===== config.mk =====
export PLATFORM = sky130hd
export DESIGN_NAME = bmhq_cmp
export DESIGN_NICKNAME = d
export VERILOG_FILES = /design/src/rtl/bmhq_cmp.sv
export SDC_FILE = /design/constraint.sdc
export NUM_CORES = 1
export LEC_CHECK = 0
export BUFFER_PORTS_ARGS = -buffer_cell sky130_fd_sc_hd__buf_4
export CAP_MARGIN = 40
export CORE_AREA = 2 2 82 84
export DETAILED_ROUTE_END_ITERATION = 12
export DIE_AREA = 0 0 84 86
export PLACE_DENSITY_LB_ADDON = 0.25
export SLEW_MARGIN = 20
export SYNTH_ARGS = -nofsm -noshare
export SYNTH_HDL_FRONTEND = slang
export SYNTH_SLANG_ARGS = --single-unit

===== constraint.sdc =====
create_clock -name vclk -period 5.5
set_input_delay 0.275 -clock vclk [all_inputs]
set_output_delay 0.275 -clock vclk [all_outputs]
set_load 0.03 [all_outputs]

===== src/rtl/bmhq_cmp.sv =====
// Shared key compare and select unit of the heap sequencer.
// Picks the candidate entry over the incumbent when cand_ok is set and its key is strictly smaller.
module bmhq_cmp #(
  parameter int unsigned KEY_WIDTH     = 32,
  parameter int unsigned PAYLOAD_WIDTH = 32,
  parameter int unsigned IDX_W         = 6
) (
  input  logic                               cand_ok,
  input  logic [KEY_WIDTH+PAYLOAD_WIDTH-1:0] cand_entry,
  input  logic [IDX_W-1:0]                   cand_idx,
  input  logic [KEY_WIDTH+PAYLOAD_WIDTH-1:0] inc_entry,
  input  logic [IDX_W-1:0]                   inc_idx,
  output logic [KEY_WIDTH+PAYLOAD_WIDTH-1:0] win_entry,
  output logic [IDX_W-1:0]                   win_idx,
  output logic                               take
);

  localparam int unsigned EW = KEY_WIDTH + PAYLOAD_WIDTH;

  logic [KEY_WIDTH-1:0] cand_key;
  logic [KEY_WIDTH-1:0] inc_key;

  assign cand_key = cand_entry[EW-1:PAYLOAD_WIDTH];
  assign inc_key  = inc_entry[EW-1:PAYLOAD_WIDTH];

  // Strict less-than, so equal keys never displace the incumbent.
  assign take      = cand_ok && (cand_key < inc_key);
  assign win_entry = take ? cand_entry : inc_entry;
  assign win_idx   = take ? cand_idx : inc_idx;

endmodule

# Yosys cells after proc, flatten, opt, wreduce, memory -nomap -nowiden
# Index checks and enable logic that the tools add are counted.
op_classes:
  n_mux: 2
  n_lt_le_gt_ge: 1
  reduce_logical: 1
op_table:
  columns: ["op", "n"]
  rows:
  - ["64-bit two-way mux", 1]
  - ["32-bit less-than comparator", 1]
  - ["6-bit two-way mux", 1]
  - ["1-bit logical AND", 1]
word_totals:
  out_inout_bits: 71
  input_bits: 141
  register_bits: 0
  word_cells: 4

# Longest topological paths before layout
# Gate-level depths: netlist of the first run.
logic_depth:
  depth_word: 3
  mapped_depth: 9
  ltp_nobuf: 8

# Worst setup path before layout of the first run
# No wires, ideal clock.
synth_path:
  kind: "input-to-output"
  from: "input port inc_entry[34]"
  to: "output port win_entry[59]"
  path_stages: 9
  arrival_time_ns: 2.389
  path_buffers: 1
  path_slack_ns: 2.836
  t_required_ns: 5.225
  path_cell_list: "inv_1 > ha_1 > a211o_1 > a31oi_1 > o311a_1 > o41ai_2 > a211oi_4 > buf_6 > mux2_1"
synth_via:
  elab_chain_len: 3
synth_lines:
  columns: ["item", "line_no", "rtl"]
  rows:
  - ["from (decl)", "11", "input logic [KEY_WIDTH+PAYLOAD_WIDTH-1:0] inc_entry,"]
  - ["32-bit less-than comparator", "27", "assign take = cand_ok && (cand_key < inc_key);"]
  - ["1-bit logical AND", "27", null]
  - ["named net take", "15", "output logic take"]
  - ["64-bit two-way mux", "28", "assign win_entry = take ? cand_entry : inc_entry;"]
  - ["to (decl)", "13", "output logic [KEY_WIDTH+PAYLOAD_WIDTH-1:0] win_entry,"]
# The timed path passes the listed nets, and every way through them passes these cells.

# Worst setup path in the final report of the first run
layout_path:
  from: "input port cand_entry[34]"
  to: "output port win_entry[29]"
layout_via:
  elab_chain_len: 3
layout_lines:
  columns: ["item", "line_no", "rtl"]
  rows:
  - ["from (decl)", "9", "input logic [KEY_WIDTH+PAYLOAD_WIDTH-1:0] cand_entry,"]
  - ["32-bit less-than comparator", "27", null]
  - ["1-bit logical AND", "27", null]
  - ["64-bit two-way mux", "28", null]
# No other way between the ends.

==> key figures, run 1 <==
Status
  – Status: complete, no violations

Timing
  – Fmax: ~0.34 GHz
  – Crit share post-route: 0.537
  – Unrepaired setup endpoints after global routing: no
  – Setup_tns: 0 ns
  – Final Slew Violations: 0
  – Slew headroom: 0.675
  – Hold Fails Final Rpt: 0
  – Endpoints failing setup: 0
  – Fin crit period: 2.95 ns
  – Worst Max-Slew Pin Slew: approximately 0.48 ns

Routing
  – Vias: 2174
  – Number of DRC markers in iteration 0: 20
  – Vias per inst: 4.62
  – Drt wl/cell: approximately 14 um
  – 1st-pass router iterations: 4
  – ANT nets after route: 0
  – Final wirelength: 6580 um
  – DRC errors left: 0

Pwr
  – Pwr dens: 121 mW/mm^2
  – Lkg Pwr: 1.80 nW
  – Worst VDD drop: 0.0632 mV

Die
  – Die height: 86 um
  – Total die area: 0.00722 sq mm
  – Die width: between 80 and 90 um
  – # IOs: 212
  – Placeable Area: 0.00628 sq mm
  – Row count: 29
  – Initial Utilization: 0.264

Global route
  – Initial antenna violation count: 0
  – Largest net degree at the start of global routing: 39
  – Grt ovf: 0
  – Vias in the first global route: 2197
  – Global-route wire length before repair: 10000 um
  – GRT Util Overall: 0.166

Layout
  – # diodes: 0
  – Fin nets: 568
  – FF/Latch Area: 0 sq um
  – Ratio of cells with drive above 1 in the final layout: 0.576
  – Area of the multi-input gates: 0.00146 sq mm
  – Finished Cell Area: 0.00328 sq mm
  – Final Non-Filler Cells: 471
  – Seq cells: 0
  – Area grow syn2layout: 98.1%
  – # fillers: between 600 and 700
  – Clkbuf count: 0

Critical path
  – Setup crit start kind: input pin
  – CP Class: in2out
  – Crit path arrival time: 2.68 ns
  – Worst EP required: between 5 and 6 ns
  – CP Max Fanout: 38
  – CP endpoint kind: primary output

Place
  – Port bufs: 212
  – Placed insts: 471
  – Gpl congestion: between 0.8 and 0.9
  – Placed inst area: 0.00328 sq mm
  – Dpl hpwl: 5880 um

Logic synthesis
  – Cell taking the most area after synthesis: mux2_1
  – Synth area leaders: mux2_1, ha_1, mux2_2
  – Post-Syn Nets: 359
  – Distinct cells, synth: 23
  – Commonest cells in the netlist: mux2_1, inv_1, ha_1
  – Yosys warns: 0
  – Cells after Synth: between 150 and 200
  – Mean Syn Cell Area: between 8 and 9 sq um
  – Synth top area share: 0.401
  – Sequential fraction of the synthesis area: 0
  – Mapped cell area: 0.00166 sq mm
  – Cell with the most instances after synthesis: mux2_1

Flow run
  – Total of max-cap violations: 0

CTS
  – Post-cts resize count: 0
  – Setup repair bufs after CTS: 0
  – Hold_buf cts: 0

Worst hold path
  – Min-Delay Path Class: in2out
## metrics by stage
| stage | setup WS (ns) | total power [W] | hold slack [ns] | util |
|---|---|---|---|---|
| 2_1_floorplan | 2.84 | 0.000225 | 0.776 | - |
| 3_3_place_gp | 2.49 | 0.000396 | 0.881 | 0.522 |
| 3_5_place_dp | 2.50 | 0.000399 | 0.880 | 0.522 |
| 4_1_cts | 2.50 | 0.000401 | 0.884 | 0.522 |
| 5_1_grt | 2.36 | 0.000425 | 0.892 | 0.522 |
| 6_report | 2.55 | 0.000395 | 0.881 | 0.522 |
## layout by cell type, fill, tap and decap left out
cell type	n
a211o_1	1
a211oi_4	1
a21o_1	1
a21oi_1	12
a221oi_1	1
a31oi_1	1
buf_4	214
ha_1	31
inv_1	32
mux2_1	59
mux2_2	11
nand2_1	7
nand2b_1	1
nand3_1	2
nand4_1	6
nand4b_1	1
nor2_1	3
nor2b_1	1
nor3_1	1
nor4_1	1
o21ai_0	5
o311a_1	1
o41ai_2	1
## cells by family after synthesis
kind of cell    count (synthesis)  share of synthesized area
mux                            70                      0.476
compound gates                 24                     0.0983
simple gates                   23                     0.0711
fa+ha+maj                      31                      0.234
buf+inv                        39                      0.120
## layout make-up
class | count | area share
Inverter | 32 | 0.0366
Multi-Input combinational cell | 148 | 0.444
Tap cell | 77 | 0.0294
Timing Repair Buffer | 214 | 0.490
## routing by layer
metal,GRT usage,wire [um],share of wire,vias up
met2,0.353,3590,0.55,109
met1,0.168,2360,0.36,967
li1,-,-,-,1094
met4,0.0176,52,0.0079,0
met3,0.0346,569,0.087,4
met5,0,0,0,-
## report_power, final
group	total (W)	internal, W	switching, W
Sequential	0	0	0
Combinational	0.000395	0.000188	0.000207
Clock	0	0	0
Total	0.000395	0.000188	0.000207
## path summary, 6_finish.rpt
kind	start	endpoint	slack, ns	cells after the start
setup / recovery	cand_entry[34]	win_entry[29]	2.55	10
hold / removal	inc_entry[25]	win_entry[25]	0.88	3
## worst max-delay path: stages
cell and delay (ns):
buf_4 0.12, ha_1 0.30, a211o_1 0.29, a31oi_1 0.14, o311a_1 0.20, o41ai_2 0.11
a211oi_4 0.22, buf_4 0.46, mux2_2 0.40, buf_4 0.17
(Power assumes the default switching activity.)
==> run 2: changes to the inputs <==
Settings changed: CORE_AREA 2 2 82 84 to unset, CORE_ASPECT_RATIO set to 0.5, CORE_UTILIZATION set to 31, DIE_AREA 0 0 84 86 to unset.
Clock period 5.5 ns to 2.39 ns, I/O delays scaled along.
==> run 2 against run 1 <==
The flow now finishes with violations (negative setup slack). Design area rose by 23%. Core utilization grew 28 points. Die area fell by 22%. Critical endpoint is now win_entry[27]. Sequential share of layout area unchanged. Non-clock buffer count up 20. Via count rose by 13%. Sequential cell count unchanged. Setup slack lost 2.8 ns.
==> key figures, run 2 (synthesis results as in run 1) <==
Status
  – Status: finished with violations (was complete, no violations)
  – Failing checks: negative setup slack

Layout
  – Most frequent cells in the layout: buf_4, buf_6, mux2_4 (was buf_4, mux2_1, inv_1)
  – FF/Latch Area: 0 sq um (unchanged)
  – Area grow syn2layout: 144% (was 98.1%)
  – Final Non-Filler Cells: 484 (was 471)
  – Most common cell after layout, fill and taps aside: buf_4 (unchanged)
  – Ratio of cells with drive above 1 in the final layout: 0.725 (was 0.576)
  – # diodes: 0 (unchanged)
  – Fin nets: 588 (was 568)
  – Clkbuf count: 0 (unchanged)
  – Seq cells: 0 (unchanged)

Routing
  – Vias per inst: 5.07 (was 4.62)
  – Wire length on met2: 4790 um (was 3590 um)
  – Met3 routed WL: 480 um (was 569 um)
  – M1 WL: 3460 um (was 2360 um)
  – DRC errors left: 0 (unchanged)
  – Vias: 2454 (was 2174)
  – Number of DRC markers in iteration 0: 73 (was 20)
  – Top sig layer: met4 (unchanged)
  – ANT nets after route: 0 (unchanged)
  – Final wirelength: 8910 um (was 6580 um)
  – 1st-pass router iterations: 4 (unchanged)
  – Drt wl/cell: 18.4 um (was 14.0 um)

Pwr
  – Worst VDD drop: 0.189 mV (was 0.0632 mV)
  – Pwr Total: 0.00123 W (was 0.000395 W)
  – Pwr dens: 304 mW/mm^2 (was 121 mW/mm^2)
  – Lkg Pwr: 2.19 nW (was 1.80 nW)

Flow run
  – Total of max-cap violations: 0 (unchanged)

Critical path
  – Slowest stage delay, CP: 0.35 ns (was 0.46 ns)
  – CP Max Fanout: 15 (was 38)
  – Crit-path leading delay family: compound AO/OA/AOI/OAI gates (unchanged)
  – Most used cell, CP: buf_4 (unchanged)
  – CP Class: in2out (unchanged)
  – Setup crit start kind: input pin (unchanged)
  – CP Cell Sequence: buf_4, ha_1, a21oi_1, o21ai_1, a21oi_1, o41ai_4, a211oi_4, buf_12, buf_4, mux2_1, buf_4 (was buf_4, ha_1, a211o_1, a31oi_1, o311a_1, o41ai_2, a211oi_4, buf_4, mux2_2, buf_4)
  – Worst path slowest cell: mux2_1 (was buf_4)
  – Critical Path Stages: 11 (was 10)
  – Worst EP required: 2.27 ns (was 5.22 ns)
  – WP buf/inv: 4 (was 3)
  – Crit path arrival time: 2.50 ns (was 2.68 ns)
  – CP endpoint kind: primary output (unchanged)

Place
  – Dpl hpwl: 5870 um (was 5880 um)
  – Port bufs: 212 (unchanged)
  – Placed insts: 477 (was 471)
  – Pre-CTS WS: -0.169 ns (was 2.50 ns)
  – Gpl congestion: 0.834 (was 0.807)

Die
  – Die height: 53.7 um (was 86 um)
  – Placeable Area: 0.00502 sq mm (was 0.00628 sq mm)
  – # IOs: 212 (unchanged)
  – Die width: 105 um (was 84 um)
  – Row count: 18 (was 29)
  – Initial Utilization: 0.330 (was 0.264)
  – Total die area: 0.00565 sq mm (was 0.00722 sq mm)

Timing
  – Hold Fails Final Rpt: 0 (unchanged)
  – Final Slew Violations: 0 (unchanged)
  – Fin crit period: 2.62 ns
  – Final WS setup: -0.234 ns (was 2.55 ns)
  – Worst Max-Slew Pin Slew: 0.341 ns (was 0.482 ns)
  – Unrepaired setup endpoints after global routing: yes (was no)
  – Fmax: 0.381 GHz
  – Setup_tns: -10.88 ns (was 0 ns)
  – Slew headroom: 0.772 (was 0.675)
  – Endpoints failing setup: 70 (was 0)
  – Crit share post-route: 1.10

Global route
  – Largest net degree at the start of global routing: 17 (was 39)
  – Grt ovf: 0 (unchanged)
  – Initial antenna violation count: 0 (unchanged)
  – Global-route wire length before repair: 11400 um (was 10000 um)
  – GRT Util Overall: 0.255 (was 0.166)
  – Vias in the first global route: 2360 (was 2197)

CTS
  – Hold_buf cts: 0 (unchanged)

Worst hold path
  – Min-Delay Path Class: in2out (unchanged)
  – Hold depth: 3 (unchanged)
-- run 2: changes by cell type in the layout (fill, tap and decap cells not counted), moves of 3 or more --
cell,before,now
ha_4,0,6
mux2_4,0,45
ha_1,31,23
mux2_1,59,20
buf_12,0,4
inv_2,0,3
buf_4,214,164
buf_6,0,62
mux2_2,11,5
inv_1,32,28
-- run 2: final cells by class --
class | instances | area (sq um)
Multi-Input combinational cell | 148 | 1720
Tap cell | 70 | 87.6
Fill cell | 294 | 985
Inverter | 32 | 123
Timing Repair Buffer | 234 | 2100
-- run 2: path summary, 6_finish.rpt --
kind                  slack, ns           start            end
worst min-delay path       0.56      inc_idx[3]     win_idx[3]
worst max-delay path      -0.23  cand_entry[45]  win_entry[27]
-- run 2: report_power, final --
group          internal [W]  switching [W]  leakage [nW]
sequential                0              0             0
combinational      0.000650       0.000576          2.19
clock                     0              0             0
total              0.000650       0.000576          2.19
-- run 2: repair_timing --
action | in CTS | in global routing
pin swaps | 2 | 2
gates resized for setup | 117 | 21
setup endpoints to repair | 67 | 70
cloned | 2 | 1
buffers inserted | 1 | 3
-- run 2: per-layer routing --
layer	track usage	vias to the layer above
met3	0.0194	16
met4	0.0446	0
met5	0	-
met1	0.308	1188
li1	-	1139
met2	0.514	111
-- run 2: tightest hold or removal path: cells and delay by family --
kind / cells / cell delay [ns]
mux: 1 / 0.12
buf+inv: 2 / 0.20
-- run 2: through the flow --
step	utilization	instance area, sq um	hold WS, ns
after floorplan	-	1660	0.465
after global placement	0.678	3410	0.566
after detailed placement	0.678	3410	0.571
after CTS	0.783	3930	0.567
after global routing	0.804	4040	0.573
final	0.804	4040	0.565
==> run 3: changes to the inputs <==
Settings changed: PLACE_DENSITY set to 0.92, PLACE_DENSITY_LB_ADDON 0.25 to unset.
==> run 3 against run 2 <==
The run still ends with negative setup slack left. Worst hold slack better by 0.0029 ns. Core utilization up 5.5 points. Sequential cell count unchanged. Combinational power rose by 12%. Via count grew 11%. Fmax increased by 0.97%. Routed wire length increased by 35%. First-iteration DRC count increased by 99%. Sequential share of layout area did not move. Global-route usage up 1.2 points. Critical path type unchanged.
==> key figures, run 3 (synthesis results as in run 1) <==
Routing
  – Drt wl/cell: 24.9 um (was 18.4 um)
  – Vias per inst: 5.66 (was 5.07)
  – 1st-pass router iterations: 5 (was 4)
  – DRC errors left: 0 (unchanged)
  – Number of DRC markers in iteration 0: 145 (was 73)
  – Vias: 2729 (was 2454)
  – Final wirelength: 12000 um (was 8910 um)
  – ANT nets after route: 0 (unchanged)

Global route
  – Grt ovf: 0 (unchanged)
  – Met2 Track Usage GR: 0.530 (was 0.514)
  – Largest net degree at the start of global routing: 24 (was 17)
  – GRT Util Overall: 0.266 (was 0.255)
  – Vias in the first global route: 2362 (was 2360)
  – Initial antenna violation count: 0 (unchanged)
  – M1 GR Usage: 0.315 (was 0.308)
  – Met3 Use GR: 0.0363 (was 0.0194)
  – GR peak layer: met2 (unchanged)
  – Global-route wire length before repair: 11800 um (was 11400 um)

Status
  – Status: finished with violations (unchanged)
  – Failing checks: negative setup slack (unchanged)

Place
  – Pre-CTS WS: -0.164 ns (was -0.169 ns)
  – Dpl hpwl: 6010 um (was 5870 um)
  – Placed inst area: 0.00333 sq mm (was 0.00341 sq mm)
  – Port bufs: 212 (unchanged)
  – Placed insts: 469 (was 477)
  – Gpl congestion: 0.806 (was 0.834)

Critical path
  – WP buf/inv: 6 (was 4)
  – Slowest stage delay, CP: 0.34 ns (was 0.35 ns)
  – Worst EP required: 2.27 ns (about the same)
  – Worst path slowest cell: mux2_4 (was mux2_1)
  – Crit path arrival time: 2.48 ns (was 2.50 ns)
  – CP Class: in2out (unchanged)
  – CP Max Fanout: 6 (was 15)
  – CP endpoint kind: primary output (unchanged)
  – CP Cell Sequence: buf_4, ha_1, nand4_1, inv_1, a221oi_1, nor2_1, a211oi_4, buf_6, buf_6, buf_12, mux2_4, buf_6 (was buf_4, ha_1, a21oi_1, o21ai_1, a21oi_1, o41ai_4, a211oi_4, buf_12, buf_4, mux2_1, buf_4)
  – Most used cell, CP: buf_6 (was buf_4)
  – Crit-path leading delay family: buffers and inverters (was compound AO/OA/AOI/OAI gates)
  – Setup crit start kind: input pin (unchanged)

Worst hold path
  – Min-Delay Path Class: in2out (unchanged)
  – Hold depth: 3 (unchanged)
  – HP Start: cand_idx[0] (was inc_idx[3])
  – Hold endpoint: win_idx[0] (was win_idx[3])

Timing
  – Fmax: 0.385 GHz (was 0.381 GHz)
  – Fin crit period: 2.60 ns (was 2.62 ns)
  – Endpoints failing setup: 70 (unchanged)
  – Worst Max-Slew Pin Slew: 0.298 ns (was 0.341 ns)
  – Final WS setup: -0.209 ns (was -0.234 ns)
  – Final Slew Violations: 0 (unchanged)
  – Unrepaired setup endpoints after global routing: yes (unchanged)
  – Slew headroom: 0.800 (was 0.772)
  – Hold Fails Final Rpt: 0 (unchanged)
  – Crit share post-route: 1.09 (was 1.10)

Layout
  – Area of the multi-input gates: 0.00184 sq mm (was 0.00172 sq mm)
  – FF/Latch Area: 0 sq um (unchanged)
  – Finished Cell Area: 0.00431 sq mm (was 0.00404 sq mm)
  – Ratio of cells with drive above 1 in the final layout: 0.779 (was 0.725)
  – # diodes: 0 (unchanged)
  – Fin nets: 586 (was 588)
  – Seq cells: 0 (unchanged)
  – Most common cell after layout, fill and taps aside: buf_4 (unchanged)
  – Util after Layout: 0.859 (was 0.804)
  – Clkbuf count: 0 (unchanged)
  – # fillers: 208 (was 294)
  – Final Non-Filler Cells: 482 (was 484)
  – Area grow syn2layout: 161% (was 144%)
  – Most frequent cells in the layout: buf_4, buf_6, mux2_4 (unchanged)

Die
  – Initial Utilization: 0.330 (unchanged)
  – Placeable Area: 0.00502 sq mm (unchanged)
  – # IOs: 212 (unchanged)
  – Die width: 105 um (unchanged)
  – Die height: 53.7 um (unchanged)
  – Row count: 18 (unchanged)
  – Total die area: 0.00565 sq mm (unchanged)

Pwr
  – Lkg Pwr: 2.33 nW (was 2.19 nW)
  – Pwr dens: 320 mW/mm^2 (was 304 mW/mm^2)
  – Worst VDD drop: 0.167 mV (was 0.189 mV)
  – Pwr Total: 0.00138 W (was 0.00123 W)

CTS
  – Hold_buf cts: 0 (unchanged)

Flow run
  – Total of max-cap violations: 0 (unchanged)
==> run 3: report_power, final <==
part,internal [W],switching (W),total (W)
Clock,0,0,0
Sequential,0,0,0
Combinational,0.000734,0.000647,0.00138
==> run 3: worst max-delay path by stage <==
stage,startpoint,to,slack [ns],cells after the start
4_1_cts,cand_entry[34],win_entry[46],-0.09,13
6_report,cand_entry[57],win_entry[28],-0.21,12
3_5_place_dp,cand_entry[34],win_entry[7],-0.16,10
5_1_grt,inc_entry[43],win_entry[28],-0.30,13
2_1_floorplan,inc_entry[34],win_entry[59],0.04,9
3_3_place_gp,cand_entry[34],win_entry[14],-0.12,10
==> run 3: area by class of cell <==
cell class / count / share of cell area
multi-input cells: 148 / 0.426
repair buffers: 232 / 0.525
inverters: 32 / 0.0296
well taps: 70 / 0.0203
==> run 3: tightest hold or removal path, cell delays in order <==
cell and delay (ns):
buf_4 0.08, mux2_4 0.13, buf_6 0.12
==> run 3: through the flow <==
step | TNS [ns] | hold WS [ns]
after CTS | -1.11 | 0.568
after detailed placement | -9.25 | 0.566
after global routing | -15.65 | 0.576
after global placement | -6.02 | 0.568
final | -8.70 | 0.567
after floorplan | 0 | 0.465
==> run 3: per-layer routing <==
layer  share of wire  vias up  wire length, um
met5               0        -                0
met4           0.046        0              554
met3           0.091       56             1090
met2            0.49      209             5860
met1            0.37     1328             4480
li1                -     1136                -
==> run 3: timing repair <==
item | in CTS | in global routing
pin swaps | 13 | 6
gates resized for setup | 98 | 91
cloned | 5 | 2
setup buffers | 4 | 3
endpoints found under the setup margin | 70 | 70
